<file path="config.mk">
export PLATFORM = sky130hd
export DESIGN_NAME = channel_interrupt_queue_flat
export DESIGN_NICKNAME = d
export VERILOG_FILES = /design/src/rtl/core/ciq_pkg.sv /design/src/rtl/core/ciq_in_if.sv /design/src/rtl/core/ciq_out_if.sv /design/src/rtl/core/ciq_cfg_if.sv /design/src/rtl/core/ciq_ram.sv /design/src/rtl/core/channel_interrupt_queue.sv /design/src/flat_wrapper.sv
export SDC_FILE = /design/constraint.sdc
export NUM_CORES = 1
export LEC_CHECK = 0
export ABC_AREA = 1
export BUFFER_PORTS_ARGS = -buffer_cell sky130_fd_sc_hd__buf_2
export CAP_MARGIN = 20
export CORE_MARGIN = 1.5
export CORE_UTILIZATION = 55
export DETAILED_ROUTE_END_ITERATION = 7
export PLACE_DENSITY = 0.72
export SKIP_LAST_GASP = 1
export SYNTH_ARGS = -nofsm -noshare
export SYNTH_HDL_FRONTEND = slang
export SYNTH_SLANG_ARGS = --single-unit
</file>
<file path="constraint.sdc">
create_clock -name clk -period 4.25 [get_ports clk]
set_clock_uncertainty 0.1 [all_clocks]
set_input_delay 0.6375 -clock clk [delete_from_list [all_inputs] [get_ports clk]]
set_output_delay 0.6375 -clock clk [all_outputs]
set_load 0.02 [all_outputs]
</file>
<file path="src/rtl/core/ciq_pkg.sv">
// Package for the channel interrupt queue: sizes, field widths, command codes
// and the record types that pass between the pipeline registers.
// Depends on nothing; the interfaces and the top level use its scoped names.
`timescale 1ns / 1ps

package ciq_pkg;

  localparam int QUEUE_DEPTH = 32;
  localparam int IDX_W       = (QUEUE_DEPTH > 1) ? $clog2(QUEUE_DEPTH) : 1;
  localparam int CNT_W       = $clog2(QUEUE_DEPTH + 1);

  localparam int LINE_W    = 8;
  localparam int CODE_W    = 6;
  localparam int ENTRY_W   = LINE_W + CODE_W;
  localparam int CHAN_W    = 4;
  localparam int INTR_W    = 5;
  localparam int QCOUNT_W  = 6;

  localparam logic [INTR_W-1:0] CPU_INTR_OFFSET = INTR_W'(12);
  localparam logic [CODE_W-1:0] HIGH_PRIO_LAST  = CODE_W'(3);
  localparam logic [CODE_W-1:0] FAULTY_CODE     = CODE_W'(1);
  localparam logic [LINE_W-1:0] FAULTY_LINE     = LINE_W'(0);

  typedef enum logic {
    CMD_POST    = 1'b0,
    CMD_DEQUEUE = 1'b1
  } cmd_t;

  // Result fields known once the item has been processed; the dequeued entry
  // itself arrives from the entry store's registered read in the next cycle.
  typedef struct packed {
    logic              notify_cpu;
    logic [INTR_W-1:0] cpu_intr_number;
    logic              deq_valid;
    logic [CNT_W-1:0]  queue_count;
    logic              overflow_fault;
  } stage_t;

  typedef struct packed {
    logic                notify_cpu;
    logic [INTR_W-1:0]   cpu_intr_number;
    logic                deq_valid;
    logic [LINE_W-1:0]   deq_line;
    logic [CODE_W-1:0]   deq_code;
    logic [QCOUNT_W-1:0] queue_count;
    logic                overflow_fault;
  } result_t;

endpackage

</file>
<file path="src/rtl/core/ciq_in_if.sv">
// Input channel of the channel interrupt queue: valid/ready plus the post or
// dequeue request. Depends on ciq_pkg.
`timescale 1ns / 1ps

interface ciq_in_if;
  logic                       valid;
  logic                       ready;
  ciq_pkg::cmd_t              cmd;
  logic [ciq_pkg::LINE_W-1:0] line_number;
  logic [ciq_pkg::CODE_W-1:0] intr_code;

  modport source (output valid, output cmd, output line_number, output intr_code,
                  input ready);
  modport sink   (input valid, input cmd, input line_number, input intr_code,
                  output ready);
endinterface

</file>
<file path="src/rtl/core/ciq_out_if.sv">
// Result channel of the channel interrupt queue: valid/ready plus one result.
// Depends on ciq_pkg.
`timescale 1ns / 1ps

interface ciq_out_if;
  logic                         valid;
  logic                         ready;
  logic                         notify_cpu;
  logic [ciq_pkg::INTR_W-1:0]   cpu_intr_number;
  logic                         deq_valid;
  logic [ciq_pkg::LINE_W-1:0]   deq_line;
  logic [ciq_pkg::CODE_W-1:0]   deq_code;
  logic [ciq_pkg::QCOUNT_W-1:0] queue_count;
  logic                         overflow_fault;

  modport source (output valid, output notify_cpu, output cpu_intr_number,
                  output deq_valid, output deq_line, output deq_code,
                  output queue_count, output overflow_fault, input ready);
  modport sink   (input valid, input notify_cpu, input cpu_intr_number,
                  input deq_valid, input deq_line, input deq_code,
                  input queue_count, input overflow_fault, output ready);
endinterface

</file>
<file path="src/rtl/core/ciq_cfg_if.sv">
// Configuration write channel of the channel interrupt queue: valid/ready and
// the channel number. Depends on ciq_pkg.
`timescale 1ns / 1ps

interface ciq_cfg_if;
  logic                       valid;
  logic                       ready;
  logic [ciq_pkg::CHAN_W-1:0] data;

  modport source (output valid, output data, input ready);
  modport sink   (input valid, input data, output ready);
endinterface

</file>
<file path="src/rtl/core/ciq_ram.sv">
// Generic single-write, single-read RAM with a registered, enabled read port.
// No dependencies.
`timescale 1ns / 1ps

module ciq_ram #(
  parameter int WIDTH = 8,
  parameter int DEPTH = 16
) (
  input  logic                                       clk,
  input  logic                                       we,
  input  logic [((DEPTH > 1) ? $clog2(DEPTH) : 1)-1:0] waddr,
  input  logic [WIDTH-1:0]                           wdata,
  input  logic                                       re,
  input  logic [((DEPTH > 1) ? $clog2(DEPTH) : 1)-1:0] raddr,
  output logic [WIDTH-1:0]                           rdata
);

  logic [WIDTH-1:0] mem [DEPTH];
  logic [WIDTH-1:0] rdata_r;

  always_ff @(posedge clk) begin
    if (we) begin
      mem[waddr] <= wdata;
    end
    if (re) begin
      rdata_r <= mem[raddr];
    end
  end

  assign rdata = rdata_r;

endmodule

</file>
<file path="src/rtl/core/channel_interrupt_queue.sv">
// Top level of the channel interrupt queue: queue pointers, count, result
// pipeline and handshakes. Depends on ciq_pkg, the three channel interfaces
// and ciq_ram.
`timescale 1ns / 1ps

// Channel  | Direction | Carries
// ---------+-----------+----------------------------------------------------
// in_ch    | sink      | cmd, line_number, intr_code (post or dequeue)
// out_ch   | source    | one result per item: notify, interrupt number, entry
// cfg_ch   | sink      | channel number (ready is always high)
//
// A new item may be transferred on every clock edge while the output is not
// stalled. Each result passes through the middle stage and then the output
// register before it is presented on out_ch; the middle stage is there for
// the registered read of the entry store. A stalled result stays in the
// output register while one more item waits in the middle stage; only when
// both are held does in_ch.ready fall. Reset (rst_n, synchronous, active low)
// empties the queue and clears the channel number; the entry store itself is
// not cleared, as only written entries are ever read.

module channel_interrupt_queue (
  input  logic               clk,
  input  logic               rst_n,
  ciq_in_if.sink             in_ch,
  ciq_out_if.source          out_ch,
  ciq_cfg_if.sink            cfg_ch
);

  localparam logic [ciq_pkg::IDX_W-1:0] LAST_IDX  = ciq_pkg::IDX_W'(ciq_pkg::QUEUE_DEPTH - 1);
  localparam logic [ciq_pkg::CNT_W-1:0] FULL_CNT  = ciq_pkg::CNT_W'(ciq_pkg::QUEUE_DEPTH);
  localparam logic [ciq_pkg::CNT_W-1:0] ONE_CNT   = ciq_pkg::CNT_W'(1);
  localparam logic [ciq_pkg::CNT_W-1:0] ZERO_CNT  = '0;

  // Configuration register.
  logic [ciq_pkg::CHAN_W-1:0] channel_number_r;

  // Queue control state.
  logic [ciq_pkg::IDX_W-1:0] head_r, head_nxt;
  logic [ciq_pkg::IDX_W-1:0] tail_r, tail_nxt;
  logic [ciq_pkg::CNT_W-1:0] count_r, count_nxt;

  // Middle stage (waits for the entry store read) and output register.
  logic              mid_valid_r;
  ciq_pkg::stage_t   mid_r, mid_nxt;
  logic              out_valid_r;
  ciq_pkg::result_t  out_r, out_nxt;

  // Entry store access.
  logic                          ram_we;
  logic [ciq_pkg::IDX_W-1:0]     ram_waddr;
  logic [ciq_pkg::ENTRY_W-1:0]   ram_wdata;
  logic                          ram_re;
  logic [ciq_pkg::ENTRY_W-1:0]   ram_rdata;

  logic in_xfer;
  logic mid_adv;
  logic [ciq_pkg::IDX_W-1:0] tail_inc;
  logic [ciq_pkg::IDX_W-1:0] head_inc;

  // The middle stage moves on whenever the output register is free or is
  // being emptied in this cycle; the input is open whenever the middle stage
  // is empty or moving on.
  assign mid_adv     = mid_valid_r && (!out_valid_r || out_ch.ready);
  assign in_ch.ready = !mid_valid_r || mid_adv;
  assign in_xfer     = in_ch.valid && in_ch.ready;
  assign cfg_ch.ready = 1'b1;

  assign tail_inc = (tail_r == LAST_IDX) ? '0 : tail_r + ciq_pkg::IDX_W'(1);
  assign head_inc = (head_r == LAST_IDX) ? '0 : head_r + ciq_pkg::IDX_W'(1);

  // Queue update for the item being transferred. The dequeue read is issued
  // at the old head; its data is registered inside the store and joins the
  // rest of the result held in the middle stage.
  always_comb begin
    head_nxt  = head_r;
    tail_nxt  = tail_r;
    count_nxt = count_r;
    ram_we    = 1'b0;
    ram_waddr = '0;
    ram_wdata = {in_ch.line_number, in_ch.intr_code};
    ram_re    = 1'b0;

    mid_nxt.notify_cpu      = 1'b0;
    mid_nxt.cpu_intr_number = ciq_pkg::INTR_W'(channel_number_r) + ciq_pkg::CPU_INTR_OFFSET;
    mid_nxt.deq_valid       = 1'b0;
    mid_nxt.overflow_fault  = 1'b0;

    if (in_xfer) begin
      unique case (in_ch.cmd)
        ciq_pkg::CMD_POST: begin
          priority if (in_ch.intr_code <= ciq_pkg::HIGH_PRIO_LAST) begin
            // High-priority code flushes the queue and becomes its only entry.
            ram_we    = 1'b1;
            head_nxt  = '0;
            tail_nxt  = '0;
            count_nxt = ONE_CNT;
            mid_nxt.notify_cpu = 1'b1;
          end else if (count_r >= FULL_CNT) begin
            // Overflow: the posted item is dropped and the channel is
            // reported faulty through a single entry.
            ram_we    = 1'b1;
            ram_wdata = {ciq_pkg::FAULTY_LINE, ciq_pkg::FAULTY_CODE};
            head_nxt  = '0;
            tail_nxt  = '0;
            count_nxt = ONE_CNT;
            mid_nxt.notify_cpu     = 1'b1;
            mid_nxt.overflow_fault = 1'b1;
          end else if (count_r != ZERO_CNT) begin
            ram_we    = 1'b1;
            ram_waddr = tail_inc;
            tail_nxt  = tail_inc;
            count_nxt = count_r + ONE_CNT;
          end else begin
            // First entry of an empty queue wakes the CPU.
            ram_we    = 1'b1;
            head_nxt  = '0;
            tail_nxt  = '0;
            count_nxt = ONE_CNT;
            mid_nxt.notify_cpu = 1'b1;
          end
        end
        ciq_pkg::CMD_DEQUEUE: begin
          if (count_r != ZERO_CNT) begin
            ram_re            = 1'b1;
            mid_nxt.deq_valid = 1'b1;
            count_nxt         = count_r - ONE_CNT;
            if (count_r == ONE_CNT) begin
              head_nxt = '0;
              tail_nxt = '0;
            end else begin
              head_nxt = head_inc;
            end
          end
        end
        default: begin
        end
      endcase
    end

    mid_nxt.queue_count = count_nxt;
  end

  // Output record: the dequeued entry is shown only when one was returned.
  always_comb begin
    out_nxt.notify_cpu      = mid_r.notify_cpu;
    out_nxt.cpu_intr_number = mid_r.cpu_intr_number;
    out_nxt.deq_valid       = mid_r.deq_valid;
    out_nxt.deq_line        = mid_r.deq_valid ?
                              ram_rdata[ciq_pkg::ENTRY_W-1:ciq_pkg::CODE_W] : '0;
    out_nxt.deq_code        = mid_r.deq_valid ? ram_rdata[ciq_pkg::CODE_W-1:0] : '0;
    out_nxt.queue_count     = ciq_pkg::QCOUNT_W'(mid_r.queue_count);
    out_nxt.overflow_fault  = mid_r.overflow_fault;
  end

  ciq_ram #(
    .WIDTH (ciq_pkg::ENTRY_W),
    .DEPTH (ciq_pkg::QUEUE_DEPTH)
  ) u_entry_store (
    .clk   (clk),
    .we    (ram_we),
    .waddr (ram_waddr),
    .wdata (ram_wdata),
    .re    (ram_re),
    .raddr (head_r),
    .rdata (ram_rdata)
  );

  // Control state.
  always_ff @(posedge clk) begin
    if (!rst_n) begin
      channel_number_r <= '0;
      head_r           <= '0;
      tail_r           <= '0;
      count_r          <= '0;
      mid_valid_r      <= 1'b0;
      out_valid_r      <= 1'b0;
    end else begin
      if (cfg_ch.valid) begin
        channel_number_r <= cfg_ch.data;
      end
      head_r  <= head_nxt;
      tail_r  <= tail_nxt;
      count_r <= count_nxt;
      if (in_xfer) begin
        mid_valid_r <= 1'b1;
      end else if (mid_adv) begin
        mid_valid_r <= 1'b0;
      end
      if (mid_adv) begin
        out_valid_r <= 1'b1;
      end else if (out_ch.ready) begin
        out_valid_r <= 1'b0;
      end
    end
  end

  // Payload registers.
  always_ff @(posedge clk) begin
    if (in_xfer) begin
      mid_r <= mid_nxt;
    end
    if (mid_adv) begin
      out_r <= out_nxt;
    end
  end

  assign out_ch.valid           = out_valid_r;
  assign out_ch.notify_cpu      = out_r.notify_cpu;
  assign out_ch.cpu_intr_number = out_r.cpu_intr_number;
  assign out_ch.deq_valid       = out_r.deq_valid;
  assign out_ch.deq_line        = out_r.deq_line;
  assign out_ch.deq_code        = out_r.deq_code;
  assign out_ch.queue_count     = out_r.queue_count;
  assign out_ch.overflow_fault  = out_r.overflow_fault;

endmodule
</file>
<file path="src/flat_wrapper.sv">
// flat-port wrapper written by rule: the top's interface ports become plain ports
module channel_interrupt_queue_flat 
  (clk, rst_n, in_ch_valid, in_ch_cmd, in_ch_line_number, in_ch_intr_code, in_ch_ready, out_ch_valid, out_ch_notify_cpu, out_ch_cpu_intr_number, out_ch_deq_valid, out_ch_deq_line, out_ch_deq_code, out_ch_queue_count, out_ch_overflow_fault, out_ch_ready, cfg_ch_valid, cfg_ch_data, cfg_ch_ready);
  ciq_in_if in_ch_i ();
  ciq_out_if out_ch_i ();
  ciq_cfg_if cfg_ch_i ();
  input  logic clk;
  input  logic rst_n;
  input wire logic [$bits(in_ch_i.valid)-1:0] in_ch_valid;
  input wire logic [$bits(in_ch_i.cmd)-1:0] in_ch_cmd;
  input wire logic [$bits(in_ch_i.line_number)-1:0] in_ch_line_number;
  input wire logic [$bits(in_ch_i.intr_code)-1:0] in_ch_intr_code;
  output wire logic [$bits(in_ch_i.ready)-1:0] in_ch_ready;
  output wire logic [$bits(out_ch_i.valid)-1:0] out_ch_valid;
  output wire logic [$bits(out_ch_i.notify_cpu)-1:0] out_ch_notify_cpu;
  output wire logic [$bits(out_ch_i.cpu_intr_number)-1:0] out_ch_cpu_intr_number;
  output wire logic [$bits(out_ch_i.deq_valid)-1:0] out_ch_deq_valid;
  output wire logic [$bits(out_ch_i.deq_line)-1:0] out_ch_deq_line;
  output wire logic [$bits(out_ch_i.deq_code)-1:0] out_ch_deq_code;
  output wire logic [$bits(out_ch_i.queue_count)-1:0] out_ch_queue_count;
  output wire logic [$bits(out_ch_i.overflow_fault)-1:0] out_ch_overflow_fault;
  input wire logic [$bits(out_ch_i.ready)-1:0] out_ch_ready;
  input wire logic [$bits(cfg_ch_i.valid)-1:0] cfg_ch_valid;
  input wire logic [$bits(cfg_ch_i.data)-1:0] cfg_ch_data;
  output wire logic [$bits(cfg_ch_i.ready)-1:0] cfg_ch_ready;
  assign in_ch_i.valid = in_ch_valid;
  assign in_ch_i.cmd = in_ch_cmd;
  assign in_ch_i.line_number = in_ch_line_number;
  assign in_ch_i.intr_code = in_ch_intr_code;
  assign in_ch_ready = in_ch_i.ready;
  assign out_ch_valid = out_ch_i.valid;
  assign out_ch_notify_cpu = out_ch_i.notify_cpu;
  assign out_ch_cpu_intr_number = out_ch_i.cpu_intr_number;
  assign out_ch_deq_valid = out_ch_i.deq_valid;
  assign out_ch_deq_line = out_ch_i.deq_line;
  assign out_ch_deq_code = out_ch_i.deq_code;
  assign out_ch_queue_count = out_ch_i.queue_count;
  assign out_ch_overflow_fault = out_ch_i.overflow_fault;
  assign out_ch_i.ready = out_ch_ready;
  assign cfg_ch_i.valid = cfg_ch_valid;
  assign cfg_ch_i.data = cfg_ch_data;
  assign cfg_ch_ready = cfg_ch_i.ready;
  channel_interrupt_queue u_core (.clk(clk), .rst_n(rst_n), .in_ch(in_ch_i), .out_ch(out_ch_i), .cfg_ch(cfg_ch_i));
endmodule
</file>
==> flow_summary.yaml <==
outcome:
  status: "completed"
power_and_ir_drop:
  vdd_drop_max_mv: 0.3176
  p_leak_nw: 9.168
  p_per_area_mw_per_mm2: 458.7
grt:
  track_usage: 0.2567
  overflow: 0
  grtUsageMet1: 0.3408
  grt_start_max_net_pins: 179
  grt_pass1_wl_mm: 78.35
  grt_pass1_vias: 13561
  met3_usage: 0.04130
  use_met2: 0.4324
  busiest_layer: "met2"
  antenna_found_initial: 0
sta:
  fin_crit_ns: 3.090
  tightest_slew_ns: 0.9909
  worst_slew_margin_rel: 0.3394
  setup_viol: 0
  rsz0062_at_grt: "no"
  drv_slew: 0
  hold_viol_final: 0
  fmax_ghz: 0.3236
  finalCritPeriodShare: 0.7272
  fin_tns_setup_ns: 0
clock_tree:
  postCtsSetupRepairBufs: 0
  clock_latency_ns: 0.60
  holdBufCountCts: 0
  clkSinkCount: 526
  numCtsBuffers: 52
  cts_tree: "yes"
  cts_root_buf: "clkbuf_16"
  h-tree-depth: 2
  cts-resized-gates: 0
  ctsLongestPathBuffers: 3
  clk_pin_slew_ns: 0.06
layout:
  fillers: 2960
  stdcell_count: 2523
  fin_area_mm2: 0.02418
  synthToLayoutAreaGrowth_pct: 11.91
  diodes: 0
  fin_nets: 1995
  drive_above_1_share: 0.1202
critical_path:
  worstSetupPathType: "flop to flop"
  reg2reg_from: "u_core.tail_r[0]"
  cpMostUsedCell: "nor2_1"
  reg2reg_to: "u_core.u_entry_store.mem[9][12]"
  crit_path_max_incr_delay_ns: 0.73
  startpoint: "u_core.tail_r[0]"
  endpoint_kind: "flop"
  crit_path_max_fanout: 8
  crit_path_cell_trace: "ha_1 > nand2_1 > nor2_1 > ha_1 > nor2_1 > inv_1 > nor2_1 > nand2_2 > inv_2 > nand3_2 > nor2_1 > buf_4"
  critPathLaunchType: "flop"
  r2r_cells: 12
  critPathSlowestCell: "nor2_1"
  ff2ff_setup_slack_ns: 1.16
  critPathTopFamily: "simple AND/OR/NAND/NOR gates"
  cp.arrival_ns: 3.29
  crit_required_ns: 4.45
  crit_buf_inv: 3
floorplan:
  core_region_area_mm2: 0.03874
  io_pins: 55
  die_area_mm2: 0.04048
  die_w_um: 201.2
  start_util: 0.5577
  fp-row-count: 72
  dieHeight_um: 201.2
yosys:
  yosys-top-cells-area: "edfxtp_1, nand2_1, nand3_1"
  synth-compound-area-share: 0.005328
  yosysWarnings: 0
  synth_top_family_by_area: "simple AND/OR/NAND/NOR gates"
  syn_area_per_cell_um2: 11.40
  syn-cell-area_mm2: 0.02160
  yosysMostFrequentCell: "nand2_1"
  synthCells: 1895
  synth-edff-count: 504
  synth_top_area_share: 0.7005
  ys_types: 28
  synth.area.mux_share: 0
  synth_top_area_cell: "edfxtp_1"
  syn-num-nets: 1927
  synth_fa_ha_area_frac: 0.004633
  synth-seq-cells: 526
  synth_ff_type: "edfxtp_1"
  synthSimpleGateAreaFrac: 0.2317
  yosysSeqAreaShare: 0.7209
  synth-xor-area-share: 0.002027
  synth_common_cells: "nand2_1, edfxtp_1, nand3_1"
  synth_async_sr_flop_share: 0
detailed_routing:
  wl_per_cell_um: 20.44
  detail-route-antenna-nets: 0
  vias: 14285
  drt_pass1_iterations: 6
  drc: 0
  wl_mm: 51.57
  via_per_inst: 5.662
  dr.first_iter.drc_count: 1479
min_path:
  hold_path_class: "input port to flop"
  holdCritStartpoint: "cfg_ch_data[0]"
  worstHoldEndpoint: "u_core.channel_number_r[0]"
  whs_path_depth: 3
placed_design:
  place.gp.congestion: 0.8765
  dp.cells: 2426
  port_buffers: 53
  dp_hpwl_mm: 28.63
  place_area_mm2: 0.02253
run:
  maxCapViolCount: 0
==> sequential cells by signal, summed over array words and instances, names as in the netlist <==
signal	flops
u_core.channel_number_r	4
u_core.count_r	6
u_core.head_r	5
u_core.mid_r	14
u_core.mid_valid_r	1
u_core.out_ch.cpu_intr_number	5
u_core.out_ch.deq_code	6
u_core.out_ch.deq_line	8
u_core.out_ch.deq_valid	1
u_core.out_ch.notify_cpu	1
u_core.out_ch.overflow_fault	1
u_core.out_ch.queue_count	6
u_core.out_ch.valid	1
u_core.tail_r	5
u_core.u_entry_store.mem	448
u_core.u_entry_store.rdata	14
==> power by group <==
group	switching [W]	internal (W)
sequential	0.0000697	0.00579
clock	0.00191	0.00245
combinational	0.000628	0.000238
total	0.00261	0.00848
==> cells in the final DEF (no fill, tap or decap), types with 2 or more instances in the layout <==
master	netlist	routed
clkbuf_1	24	12
dfxtp_4	0	2
a21oi_1	18	17
clkbuf_16	0	54
buf_4	14	58
nor3_1	2	2
edfxtp_1	504	504
buf_12	0	3
ha_1	8	8
clkinv_1	0	10
nand2_4	2	2
inv_1	55	54
clkbuf_8	0	4
inv_2	9	8
nand2_1	695	695
nand3_1	365	365
o21ai_0	5	5
nand3_2	4	4
nor2_1	67	58
nand3_4	2	2
clkinv_2	0	12
nor2_2	4	13
xor2_1	5	5
nand2_2	9	9
buf_2	53	53
nand4_1	8	8
dfxtp_1	22	19
nor2_4	4	4
or2_2	3	3
==> through the flow <==
stage               setup WS [ns]  power (W)    util  hold slack [ns]
floorplan                   1.472   0.006550       -           0.3003
global placement            1.085   0.006797  0.5817           0.3014
detailed placement          1.075   0.006821  0.5817           0.3065
CTS                         1.209    0.01113  0.6234           0.1619
global route               0.9863    0.01145  0.6241           0.1800
finish                      1.160    0.01109  0.6241           0.1805
==> worst max path at each step <==
stage | end | depth (start not counted) | slack, ns
3_5_place_dp | u_core.u_entry_store.mem[9][12] | 9 | 1.08
5_1_grt | u_core.u_entry_store.mem[9][1] | 12 | 0.99
2_1_floorplan | u_core.u_entry_store.mem[10][0] | 7 | 1.47
6_report | u_core.u_entry_store.mem[9][12] | 12 | 1.16
3_3_place_gp | u_core.u_entry_store.mem[9][7] | 9 | 1.08
4_1_cts | u_core.u_entry_store.mem[9][1] | 12 | 1.21
==> routing by layer <==
layer  part of all wire  vias to the layer above  wire, um
met5                  0                        -         0
met4              0.031                        0      1618
met3              0.083                      105      4273
met2               0.49                      624     25520
met1               0.39                     6889     20160
li1                   -                     6667         -
==> cell type report <==
type / count / area, um^2 / area share
multi-input cells: 1204 / 5295 / 0.2190
well taps: 518 / 648.1 / 0.02681
inverters: 64 / 246.5 / 0.01020
flip-flops and latches: 526 / 15580 / 0.6446
repair buffers: 115 / 788.3 / 0.03260
clock buffers: 70 / 1451 / 0.06003
clock inverters: 26 / 163.9 / 0.006779
==> cell families (layout without fill, tap and decap cells) <==
logic type               count (synthesis)  after routing
AND/OR/NAND/NOR                       1167           1167
flip-flops                             526            526
buffers and inverters                  165            275
AO/OA/AOI/OAI                           23             23
adder cells (fa/ha/maj)                  8              8
XOR/XNOR                                 5              5
other                                    1              1
==> worst register-to-register path, cell delays in order (launching register included) <==
cell and delay [ns]:
dfxtp_1 0.35, ha_1 0.21, nand2_1 0.08, nor2_1 0.04, ha_1 0.16, nor2_1 0.18, inv_1 0.06, nor2_1 0.11
nand2_2 0.10, inv_2 0.09, nand3_2 0.28, nor2_1 0.74, buf_4 0.29
Note: power is estimated with default switching activity, not from simulation.
